[config.mk]
export PLATFORM = sky130hd
export DESIGN_NAME = binary_to_seven_segment_digits_unit
export DESIGN_NICKNAME = d
export VERILOG_FILES = /design/src/rtl/b7seg_pkg.sv /design/src/rtl/binary_to_seven_segment_digits_unit.sv
export SDC_FILE = /design/constraint.sdc
export NUM_CORES = 1
export LEC_CHECK = 0
export ABC_AREA = 1
export BUFFER_PORTS_ARGS = -buffer_cell sky130_fd_sc_hd__buf_2
export CAP_MARGIN = 30
export CORE_MARGIN = 1.5
export CORE_UTILIZATION = 35
export CTS_CLUSTER_DIAMETER = 60
export DETAILED_ROUTE_END_ITERATION = 10
export PLACE_DENSITY = 0.57
export SETUP_SLACK_MARGIN = 0.1
export SLEW_MARGIN = 20
export SYNTH_ARGS = -nofsm -noshare
export SYNTH_HDL_FRONTEND = slang
export SYNTH_SLANG_ARGS = --single-unit
[constraint.sdc]
create_clock -name clk -period 3.7 [get_ports clk]
set_input_delay 0.185 -clock clk [delete_from_list [all_inputs] [get_ports clk]]
set_output_delay 0.185 -clock clk [all_outputs]
set_load 0.02 [all_outputs]
[src/rtl/b7seg_pkg.sv]
// Shared types and constants for the binary to seven-segment digit writer.
// Depends on nothing; used by binary_to_seven_segment_digits_unit.
package b7seg_pkg;

  localparam int VALUE_W    = 16;
  localparam int DIGIT_W    = 4;
  localparam int NUM_DIGITS = 5;
  localparam int BCD_W      = DIGIT_W * NUM_DIGITS;
  localparam int POS_W      = 3;
  localparam int ADDR_W     = 8;
  localparam int SEG_W      = 7;

  localparam logic [ADDR_W-1:0] ADDRESS_BASE = 8'd146;

  typedef enum logic [1:0] {
    ST_IDLE,
    ST_CONVERT,
    ST_EMIT
  } state_t;

  // Panel digit table: segment pattern for decimal digits 0..9
  function automatic logic [SEG_W-1:0] seg_of(input logic [DIGIT_W-1:0] digit);
    logic [SEG_W-1:0] seg;
    unique case (digit)
      4'd0:    seg = 7'd95;
      4'd1:    seg = 7'd6;
      4'd2:    seg = 7'd107;
      4'd3:    seg = 7'd47;
      4'd4:    seg = 7'd54;
      4'd5:    seg = 7'd61;
      4'd6:    seg = 7'd125;
      4'd7:    seg = 7'd39;
      4'd8:    seg = 7'd127;
      4'd9:    seg = 7'd63;
      default: seg = '0;
    endcase
    return seg;
  endfunction

endpackage

[src/rtl/binary_to_seven_segment_digits_unit.sv]
// Binary to seven-segment digit writer: shift-add-3 conversion, then one write per digit.
// Depends on b7seg_pkg.
//
// A word is taken when start is high and busy is low. The low NUMBER_WIDTH bits
// (at most 16) of value are shifted one bit per cycle into a five-digit BCD
// register with add-3 correction. The digits then leave one per cycle, units
// first, each on the result ports for exactly one cycle with strobe high; the
// receiver cannot stall them. Leading zeros are dropped, zero gives a single
// digit, and last_digit marks the final write. Busy stays high from acceptance
// until the last write is shown, so a new word is not taken before then.
module binary_to_seven_segment_digits_unit #(
  parameter int NUMBER_WIDTH = 16
) (
  input  logic                           clk,
  input  logic                           rst,
  input  logic                           start,
  output logic                           busy,
  input  logic [b7seg_pkg::VALUE_W-1:0]  value,
  output logic                           strobe,
  output logic [b7seg_pkg::POS_W-1:0]    digit_position,
  output logic [b7seg_pkg::ADDR_W-1:0]   memory_address,
  output logic [b7seg_pkg::DIGIT_W-1:0]  digit_value,
  output logic [b7seg_pkg::SEG_W-1:0]    segment_pattern,
  output logic                           last_digit
);

  localparam int EW = (NUMBER_WIDTH < b7seg_pkg::VALUE_W) ? NUMBER_WIDTH
                                                         : b7seg_pkg::VALUE_W;
  localparam int CNT_W = $clog2(EW);
  localparam logic [CNT_W-1:0] CNT_LAST = CNT_W'(EW - 1);
  localparam logic [b7seg_pkg::POS_W-1:0] POS_LAST =
    b7seg_pkg::POS_W'(b7seg_pkg::NUM_DIGITS);

  b7seg_pkg::state_t state, state_next;

  logic [EW-1:0]                  bin;
  logic [b7seg_pkg::BCD_W-1:0]    bcd;
  logic [b7seg_pkg::BCD_W-1:0]    bcd_adj;
  logic [CNT_W-1:0]               cnt;
  logic [b7seg_pkg::POS_W-1:0]    pos;
  logic                           accept;
  logic                           emit_last;

  assign accept    = start && (state == b7seg_pkg::ST_IDLE);
  assign emit_last = (bcd[b7seg_pkg::BCD_W-1:b7seg_pkg::DIGIT_W] == '0) || (pos == POS_LAST);

  // Add 3 to every digit of 5 or more before the next shift
  always_comb begin
    for (int i = 0; i < b7seg_pkg::NUM_DIGITS; i++) begin
      if (bcd[i*b7seg_pkg::DIGIT_W +: b7seg_pkg::DIGIT_W] >= 4'd5) begin
        bcd_adj[i*b7seg_pkg::DIGIT_W +: b7seg_pkg::DIGIT_W] =
          bcd[i*b7seg_pkg::DIGIT_W +: b7seg_pkg::DIGIT_W] + 4'd3;
      end else begin
        bcd_adj[i*b7seg_pkg::DIGIT_W +: b7seg_pkg::DIGIT_W] =
          bcd[i*b7seg_pkg::DIGIT_W +: b7seg_pkg::DIGIT_W];
      end
    end
  end

  always_comb begin
    state_next = state;
    unique case (state)
      b7seg_pkg::ST_IDLE: begin
        if (start) state_next = b7seg_pkg::ST_CONVERT;
      end
      b7seg_pkg::ST_CONVERT: begin
        if (cnt == CNT_LAST) state_next = b7seg_pkg::ST_EMIT;
      end
      b7seg_pkg::ST_EMIT: begin
        if (emit_last) state_next = b7seg_pkg::ST_IDLE;
      end
      default: state_next = b7seg_pkg::ST_IDLE;
    endcase
  end

  always_ff @(posedge clk) begin
    if (rst) begin
      state <= b7seg_pkg::ST_IDLE;
    end else begin
      state <= state_next;
    end
  end

  always_ff @(posedge clk) begin
    if (accept) begin
      bin <= value[EW-1:0];
      bcd <= '0;
      cnt <= '0;
      pos <= b7seg_pkg::POS_W'(1);
    end else if (state == b7seg_pkg::ST_CONVERT) begin
      // shift the next binary bit into the corrected BCD register
      bcd <= {bcd_adj[b7seg_pkg::BCD_W-2:0], bin[EW-1]};
      bin <= {bin[EW-2:0], 1'b0};
      cnt <= cnt + CNT_W'(1);
    end else if (state == b7seg_pkg::ST_EMIT) begin
      // drop the digit just shown, advance to the next place
      bcd <= {{b7seg_pkg::DIGIT_W{1'b0}}, bcd[b7seg_pkg::BCD_W-1:b7seg_pkg::DIGIT_W]};
      pos <= pos + b7seg_pkg::POS_W'(1);
    end
  end

  always_comb begin
    busy            = (state != b7seg_pkg::ST_IDLE);
    strobe          = (state == b7seg_pkg::ST_EMIT);
    digit_position  = pos;
    memory_address  = b7seg_pkg::ADDRESS_BASE +
                      {{(b7seg_pkg::ADDR_W-b7seg_pkg::POS_W){1'b0}}, pos};
    digit_value     = bcd[b7seg_pkg::DIGIT_W-1:0];
    segment_pattern = b7seg_pkg::seg_of(bcd[b7seg_pkg::DIGIT_W-1:0]);
    last_digit      = emit_last;
  end

endmodule

==> flow_summary.json, run 1 <==
{
  "worstHoldPathCells": 4,
  "grt_usage_pct": 14.6,
  "cts_post_setup_buffers_inserted": 0,
  "crit_cells": 9,
  "netlist_top_cells_area": "dfxtp_1 24%, edfxtp_1 16%, nand2_1 12%",
  "worst_pin_slew_ps": 822,
  "crit_fanout": 20,
  "yosysWarningCount": 0,
  "synth_cells": 382,
  "row_count": 33,
  "final-hold-violation-count": 0,
  "area_growth_pct": 10.0,
  "h-tree-depth": 2,
  "rsz0062_at_grt": "no",
  "root_buffer": "clkbuf_8",
  "outcome": "finished, final reports clean",
  "critPathKind": "flip-flop to flip-flop",
  "vias_per_cell": 4.79,
  "drt_iter0_drc": 77,
  "cts_buffer_depth": 2,
  "design.core.area_um2": 8300,
  "synth_common_cells": "100 x nand2_1, 40 x inv_1, 36 x dfxtp_1",
  "nets": 457,
  "syn_area_per_cell_um2": 7.89,
  "reg2regPathDepth": 9,
  "cts.repair.resized": 0,
  "grt_max_degree": 25,
  "clk_pin_slew_ps": 100,
  "ant_nets": 0,
  "fmax_mhz": 415,
  "ys.flop_type": "dfxtp_1",
  "ys_seq_elements": 52,
  "synth-seq-area-share_pct": 39.8,
  "cts_hold_buf": 0,
  "p_clk_share_pct": 11.4,
  "slowest_delay_ps": 570,
  "synth_top_area_share_pct": 23.9,
  "hold_class": "input port to flip-flop",
  "syn_area_um2": 3020,
  "drtPass1Iterations": 4,
  "critPathTopFamily": "simple AND/OR/NAND/NOR gates",
  "post-route-min-period_ps": 2410,
  "period_share_pct": 65.2,
  "antenna_found_initial": 0,
  "place_congestion": 0.778,
  "die_y_um": 95.8,
  "setup-violations-final": 0,
  "pwr-share-comb_pct": 53.7,
  "vias": 2478,
  "overflow": 0,
  "worst_ep_arrival_time_ps": 2630,
  "sw_frac_of_total_pct": 47.4,
  "routed_wl_um": 6180,
  "start_kind": "flip-flop",
  "drc": 0,
  "p_leak_nw": 1.59,
  "worstPathCellList": "inv_1 > ha_1 > nand2_1 > o211ai_1 > ha_1 > nand3_1 > nand2_1 > nand2_1 > nand2_1",
  "post-synth-top-count-cell": "nand2_1",
  "skew_ps": 5.62,
  "grt_pass1_wl_um": 10500,
  "yosysTopAreaCell": "dfxtp_1",
  "async_flop_share_pct": 0,
  "slew_violations": 0,
  "num_antenna_cells": 0,
  "cts_made_buffers": 5,
  "drive_above_1_share_pct": 16.7,
  "clock-sinks": 52,
  "synth_edf_count": 16,
  "cts_tree": "built",
  "numPortBuffers": 39,
  "seq_power_share_pct": 35.0,
  "die_w_um": 95.8,
  "crit_top_cell": "nand2_1",
  "grt_pass1_vias": 2309,
  "critPathBufInv": 1,
  "design_area_um2": 3320,
  "placed_cell_area_um2": 3230,
  "internal_power_mw": 1.55,
  "initial_core_util_pct": 36.3,
  "end_kind": "flip-flop",
  "place.detailed.hpwl_um": 4410,
  "cap_violations": 0,
  "peakVddDrop_v": 0.000258,
  "crit_required_ps": 3920,
  "power.switching_mw": 1.40,
  "setup_tns_ps": 0,
  "io_pins": 44,
  "power_density_nw_per_um2": 887,
  "relSlewSlack_pct": 45.1,
  "wl_per_cell_um": 12.0,
  "synth_cell_types": 36,
  "slowest_stage": "nand2_1",
  "clk_latency_ps": 310,
  "die-area_um2": 9180
}
-- sequential cells by signal, summed over array words and instances, names as in the netlist --
| register | cells |
|---|---|
| segment_pattern | 7 |
| bcd | 20 |
| cnt | 4 |
| digit_position | 3 |
| state | 2 |
| bin | 16 |
-- stage by stage --
step,total power [mW],instances,setup slack [ps],util (%),hold WS [ps]
final,2.94,517,1290,40.0,113
after global routing,3.27,517,1010,40.0,104
after CTS,2.97,517,1270,40.0,109
after detailed placement,2.63,509,1280,38.9,449
after global placement,2.61,509,1290,38.9,451
after floorplan,2.29,384,1770,-,341
-- layout make-up --
class                           instances  area (um^2)
Fill cell                             884         4980
Multi-Input combinational cell        265         1510
Tap cell                              105          131
Sequential cell                        52         1200
Inverter                               46          173
Clock inverter                          2         16.3
Clock buffer                            6         72.6
Timing Repair Buffer                   41          210
-- power groups by stage --
stage / clock network [mW] / registers (mW) / logic [mW]
after floorplan: 0 / 1.06 / 1.24
after global placement: 0 / 1.03 / 1.58
after detailed placement: 0 / 1.04 / 1.59
after CTS: 0.346 / 1.03 / 1.59
after global routing: 0.367 / 1.06 / 1.84
final: 0.335 / 1.03 / 1.58
-- per-layer routing --
| layer | wire [um] | track usage (%) | part of all wire (%) | up-vias |
|---|---|---|---|---|
| met2 | 2960 | 24.2 | 48 | 45 |
| met3 | 281 | 3.95 | 4.5 | 5 |
| met5 | 0 | 0 | 0 | - |
| li1 | - | - | - | 1290 |
| met4 | 49 | 3.19 | 0.79 | 0 |
| met1 | 2890 | 18.8 | 47 | 1138 |
-- cell usage in the layout (no fill, tap or decap), types with 2 or more instances in the layout --
cell	count
nand2_2	5
clkbuf_8	5
dfxtp_1	36
o21ai_1	4
a21oi_1	32
inv_2	6
edfxtp_1	16
nand3_2	2
nand3_1	16
a221oi_1	3
buf_2	39
nand2_1	100
nand4_1	5
o21ai_0	28
or2_1	2
ha_1	27
xor2_1	6
nor2_1	14
inv_1	40
buf_4	2
o211ai_1	5
conb_1	4
-- kinds of logic after synthesis --
kind of cell / synth area share, %
compound gates: 15.1
xor+xnor: 2.03
fa+ha+maj: 11.2
buf+inv: 10.2
flops: 39.8
other cells: 0.249
simple gates: 21.3
-- worst min-delay path: cells and delay by family --
family / cells / cell delay (ps)
buffers and inverters: 2 / 120
and+or+nand+nor: 2 / 90
-- final timing paths --
kind	slack, ps	to	from
worst max-delay path	1290	segment_pattern[3]	state[0]
worst max register to register	1290	segment_pattern[3]	state[0]
worst min-delay path	110	state[1]	rst
worst min register to register	500	bcd[19]	bcd[19]
Note: power is estimated with default switching activity, not from simulation.
==> inputs of run 2 (changes only) <==
--- a/config.mk
+++ b/config.mk
@@ -12,7 +12,7 @@
 export CORE_UTILIZATION = 35
 export CTS_CLUSTER_DIAMETER = 60
 export DETAILED_ROUTE_END_ITERATION = 10
-export PLACE_DENSITY = 0.57
+export PLACE_DENSITY = 0.59
 export SETUP_SLACK_MARGIN = 0.1
 export SLEW_MARGIN = 20
 export SYNTH_ARGS = -nofsm -noshare
==> constraint.sdc (replaced) <==
create_clock -name clk -period 1.95 [get_ports clk]
set_input_delay 0.0975 -clock clk [delete_from_list [all_inputs] [get_ports clk]]
set_output_delay 0.0975 -clock clk [all_outputs]
set_load 0.02 [all_outputs]
==> flow_summary.json, run 2 (synthesis results as in run 1) <==
{
  "area_growth_pct": 19.7,
  "grt_pass1_vias": 2382,
  "crit_required_ps": 2160,
  "worstHoldPathCells": 4,
  "cts_tree": "built",
  "wl_per_cell_um": 11.8,
  "rsz0062_at_grt": "yes",
  "vias_per_cell": 4.79,
  "crit_fanout": 3,
  "final-hold-violation-count": 0,
  "reg2regPathDepth": 13,
  "cts_made_buffers": 5,
  "sw_frac_of_total_pct": 44.8,
  "grt_pass1_wl_um": 10600,
  "place_congestion": 0.900,
  "setup-violations-final": 0,
  "clk_pin_slew_ps": 100,
  "seq_power_share_pct": 30.8,
  "io_pins": 44,
  "r2r_end": "segment_pattern[3]",
  "die_w_um": 95.8,
  "pwr-share-comb_pct": 57.0,
  "mostFrequentLayoutCell": "nand2_1",
  "setup_tns_ps": 0,
  "die_y_um": 95.8,
  "grt_usage_pct": 14.6,
  "hold_ws_ps": 31.0,
  "largest_reg_flops": 20,
  "drive_above_1_share_pct": 26.1,
  "hold_class": "input port to flip-flop",
  "outcome": "finished, final reports clean",
  "clock-sinks": 52,
  "numPortBuffers": 39,
  "antenna_found_initial": 0,
  "routed_wl_um": 6390,
  "r2r_slack_ps": 130,
  "power_density_nw_per_um2": 1740,
  "total_power_mw": 6.28,
  "post-route-min-period_ps": 1820,
  "fmax_mhz": 549,
  "cts_buffer_depth": 2,
  "peakVddDrop_v": 0.000587,
  "start_kind": "flip-flop",
  "timing.final.ws_setup_ps": 128,
  "worstPathCellList": "buf_4 > ha_2 > nand2_2 > nand3_2 > nand2_2 > nand2_2 > o211ai_4 > nand3_1 > ha_1 > nand3_1 > nand2_1 > nand2_1 > nand2_1",
  "ant_nets": 0,
  "overflow": 0,
  "end_kind": "flip-flop",
  "pre_cts_slack_ps": 71.0,
  "slew_violations": 0,
  "endpoint": "segment_pattern[3]",
  "initial_core_util_pct": 36.3,
  "top_register": "bcd",
  "internal_power_mw": 3.46,
  "cap_violations": 0,
  "critPathKind": "flip-flop to flip-flop",
  "p_leak_nw": 1.74,
  "placed_cell_area_um2": 3360,
  "cp-startpoint": "bcd[0]",
  "drc": 0,
  "skew_ps": 3.28,
  "clk_latency_ps": 310,
  "die-area_um2": 9180,
  "final_cell_mix": "96 x nand2_1, 39 x buf_2, 34 x inv_1",
  "design.core.area_um2": 8300,
  "row_count": 33,
  "nFillCells": 813,
  "design_area_um2": 3610,
  "num_antenna_cells": 0,
  "p_clk_share_pct": 12.2,
  "drt_iter0_drc": 147,
  "slowest_stage": "dfxtp_2",
  "slowest_delay_ps": 330,
  "vias": 2595,
  "power.switching_mw": 2.81,
  "r2r_start": "bcd[0]",
  "period_share_pct": 93.4,
  "drtPass1Iterations": 4,
  "root_buffer": "clkbuf_8",
  "worst_ep_arrival_time_ps": 2040,
  "nets": 482,
  "grt_max_degree": 19,
  "h-tree-depth": 2,
  "place.detailed.hpwl_um": 4610
}
run 2: changes by cell type in the layout (fill, tap and decap cells not counted), moves of 2 or more:
| cell | before | now |
|---|---|---|
| ha_1 | 27 | 21 |
| inv_1 | 40 | 34 |
| nand2_2 | 5 | 8 |
| buf_4 | 2 | 27 |
| dfxtp_1 | 36 | 32 |
| ha_4 | 0 | 3 |
| ha_2 | 0 | 3 |
| dfxtp_2 | 0 | 2 |
| nand2_1 | 100 | 96 |
| inv_2 | 6 | 11 |
| dfxtp_4 | 0 | 2 |
run 2: metal layers:
metal | up-vias | global-route usage, % | wire length [um]
met5 | - | 0 | 0
met4 | 0 | 3.31 | 49
met3 | 6 | 3.00 | 248
met2 | 54 | 24.8 | 3010
met1 | 1196 | 19.0 | 3090
li1 | 1339 | - | -
run 2: timing repair:
| action | CTS | global route |
|---|---|---|
| gates resized for setup | 5 | 21 |
| endpoints found under the setup margin | 4 | 22 |
| hold buffers | 0 | 0 |
| buffers inserted | 4 | 5 |
| pin swaps | 4 | 8 |
| endpoints found under the hold margin | 0 | 0 |
run 2: per-stage QoR:
step	std cells	utilization, %
after CTS	537	42.4
after global placement	525	40.5
after global routing	542	43.5
final	542	43.5
after detailed placement	525	40.5
after floorplan	384	-
run 2: how the worst min path moves through the flow:
stage,startpoint,end,slack (ps)
2_1_floorplan,rst,state[0],250
3_3_place_gp,value[4],bin[4],360
3_5_place_dp,value[8],bin[8],360
4_1_cts,rst,state[0],20
5_1_grt,rst,state[0],30
6_report,rst,state[0],30
run 2: power by group through the flow:
stage | sequential (mW) | clock, mW | combinational [mW]
2_1_floorplan | 2.01 | 0 | 2.38
3_3_place_gp | 1.93 | 0 | 3.25
3_5_place_dp | 1.93 | 0 | 3.27
4_1_cts | 1.92 | 0.784 | 3.38
5_1_grt | 1.99 | 0.820 | 4.08
6_report | 1.93 | 0.768 | 3.58
run 2: critical path, delay by kind of cell (launching register included):
| family | cells | cell delay (ps) |
|---|---|---|
| flip-flops | 1 | 330 |
| AO/OA/AOI/OAI | 1 | 100 |
| adder cells (fa/ha/maj) | 2 | 460 |
| AND/OR/NAND/NOR | 9 | 710 |
| buffers and inverters | 1 | 130 |
run 2: layout make-up:
type | count | area, um^2 | share of cell area [%]
multi-input cells | 265 | 1580 | 43.8
flip-flops and latches | 52 | 1210 | 33.6
repair buffers | 66 | 398 | 11.0
inverters | 46 | 175 | 4.85
well taps | 105 | 131 | 3.64
clock buffers | 5 | 68.8 | 1.91
clock inverters | 3 | 42.5 | 1.18
==> inputs of run 3 (changes only) <==
--- a/config.mk
+++ b/config.mk
@@ -8,7 +8,7 @@
 export ABC_AREA = 1
 export BUFFER_PORTS_ARGS = -buffer_cell sky130_fd_sc_hd__buf_2
 export CAP_MARGIN = 30
-export CORE_MARGIN = 1.5
+export CORE_MARGIN = 2
 export CORE_UTILIZATION = 35
 export CTS_CLUSTER_DIAMETER = 60
 export DETAILED_ROUTE_END_ITERATION = 10
==> flow_summary.json, run 3 (synthesis results as in run 1) <==
{
  "mostFrequentLayoutCell": "nand2_1",
  "place_congestion": 0.843,
  "slew_violations": 0,
  "routed_wl_um": 6610,
  "worstHoldPathCells": 4,
  "die-area_um2": 9370,
  "r2r_end": "segment_pattern[3]",
  "relSlewSlack_pct": 50.7,
  "total_power_mw": 6.36,
  "die_w_um": 96.8,
  "nFillCells": 832,
  "hold_start": "rst",
  "timing.final.ws_setup_ps": 138,
  "p_clk_share_pct": 11.7,
  "drc": 0,
  "final-hold-violation-count": 0,
  "clk_latency_ps": 310,
  "place_inst": 520,
  "numPortBuffers": 39,
  "post-route-min-period_ps": 1810,
  "fmax_mhz": 552,
  "root_buffer": "clkbuf_8",
  "ant_nets": 0,
  "seq_power_share_pct": 30.5,
  "sw_frac_of_total_pct": 44.9,
  "clock-sinks": 52,
  "crit_required_ps": 2160,
  "min_to": "state[1]",
  "top_register": "bcd",
  "power_density_nw_per_um2": 1750,
  "end_kind": "flip-flop",
  "rsz0062_at_grt": "yes",
  "cts_buffer_depth": 2,
  "multi_input_area_um2": 1600,
  "internal_power_mw": 3.50,
  "num_antenna_cells": 0,
  "final-instance-count-excl-fill": 541,
  "grt_usage_pct": 14.4,
  "grt_max_degree": 24,
  "overflow": 0,
  "pwr-share-comb_pct": 57.8,
  "power.switching_mw": 2.86,
  "worst_pin_slew_ps": 739,
  "r2r_slack_ps": 140,
  "wl_per_cell_um": 12.2,
  "antenna_found_initial": 0,
  "vias": 2588,
  "setup-violations-final": 0,
  "outcome": "finished, final reports clean",
  "setup_tns_ps": 0,
  "regArea_um2": 1210,
  "clk_pin_slew_ps": 100,
  "place.detailed.hpwl_um": 4670,
  "critPathKind": "flip-flop to flip-flop",
  "row_count": 33,
  "cts_hold_buf": 0,
  "grt_pass1_vias": 2494,
  "reg2regPathDepth": 13,
  "area_growth_pct": 20.3,
  "design.core.area_um2": 8300,
  "cts_made_buffers": 5,
  "r2r_start": "bcd[0]",
  "drtPass1Iterations": 4,
  "vias_per_cell": 4.78,
  "p_leak_nw": 1.74,
  "drt_iter0_drc": 92,
  "peakVddDrop_v": 0.000661,
  "hold_class": "input port to flip-flop",
  "period_share_pct": 92.9,
  "nets": 481,
  "cap_violations": 0,
  "worst_ep_arrival_time_ps": 2020,
  "fin_util_pct": 43.7,
  "crit_fanout": 3,
  "h-tree-depth": 2,
  "drive_above_1_share_pct": 27.1,
  "initial_core_util_pct": 36.3,
  "skew_ps": 7.68,
  "largest_reg_flops": 20,
  "grt_pass1_wl_um": 11500,
  "die_y_um": 96.8,
  "pre_cts_slack_ps": 39.4,
  "io_pins": 44,
  "cts_tree": "built",
  "final_cell_mix": "94 x nand2_1, 39 x buf_2, 34 x inv_1",
  "start_kind": "flip-flop"
}
==> run 3: cell count changes in the layout (fill, tap and decap cells not counted), sizes merged <==
cell,before,now
clkinvlp,0,2
clkinv,2,0
buf,66,65
==> run 3: critical path, cell delays in order, from the launching register on <==
cell	delay, ps
dfxtp_2	330
buf_4	140
ha_2	180
nand2_2	80
nand3_2	80
nand2_2	110
nand2_2	70
o211ai_4	100
nand3_2	90
ha_1	290
nand3_1	90
nand2_1	60
nand2_1	50
nand2_1	40
==> run 3: metal layers <==
metal	wire length, um	track usage, %	vias to the layer above
met5	0	0	-
met4	55	3.14	0
met3	315	3.25	6
met2	3160	24.5	61
met1	3080	18.7	1180
li1	-	-	1341
==> run 3: metrics by stage <==
step | cell area, um^2 | hold WS (ps)
2_1_floorplan | 3040 | 253
3_3_place_gp | 3340 | 362
3_5_place_dp | 3340 | 364
4_1_cts | 3530 | 24.1
5_1_grt | 3630 | 34.2
6_report | 3630 | 34.3
==> run 3: worst max-delay path by stage <==
stage                               to  depth (start not counted)     start
floorplan                       bin[0]                          6  state[0]
global placement    segment_pattern[3]                         13    bcd[0]
detailed placement  segment_pattern[4]                         10  state[0]
CTS                 segment_pattern[4]                         10  state[1]
global route        segment_pattern[3]                         14    bcd[1]
finish              segment_pattern[3]                         13    bcd[0]
==> run 3: timing repair <==
item                                    4_1_cts  5_1_grt
hold endpoints to repair                      0        0
endpoints found under the setup margin        4       26
gates resized for setup                       8       21
setup buffers                                 6        7
cloned                                        0        0
pin swaps                                     4        9
==> run 3: power groups by stage <==
stage          registers (mW)  logic [mW]  clock network (mW)
2_1_floorplan            2.01        2.38                   0
5_1_grt                  1.99        4.17               0.826
3_5_place_dp             1.94        3.27                   0
6_report                 1.94        3.67               0.746
4_1_cts                  1.93        3.44               0.786
3_3_place_gp             1.93        3.22                   0
==> run 3: final cells by class <==
| class | count | area share (%) |
|---|---|---|
| well taps | 105 | 3.62 |
| clock buffers | 5 | 1.90 |
| repair buffers | 65 | 11.1 |
| inverters | 46 | 4.83 |
| clock inverters | 3 | 1.17 |
| multi-input cells | 265 | 44.1 |
| flip-flops and latches | 52 | 33.3 |
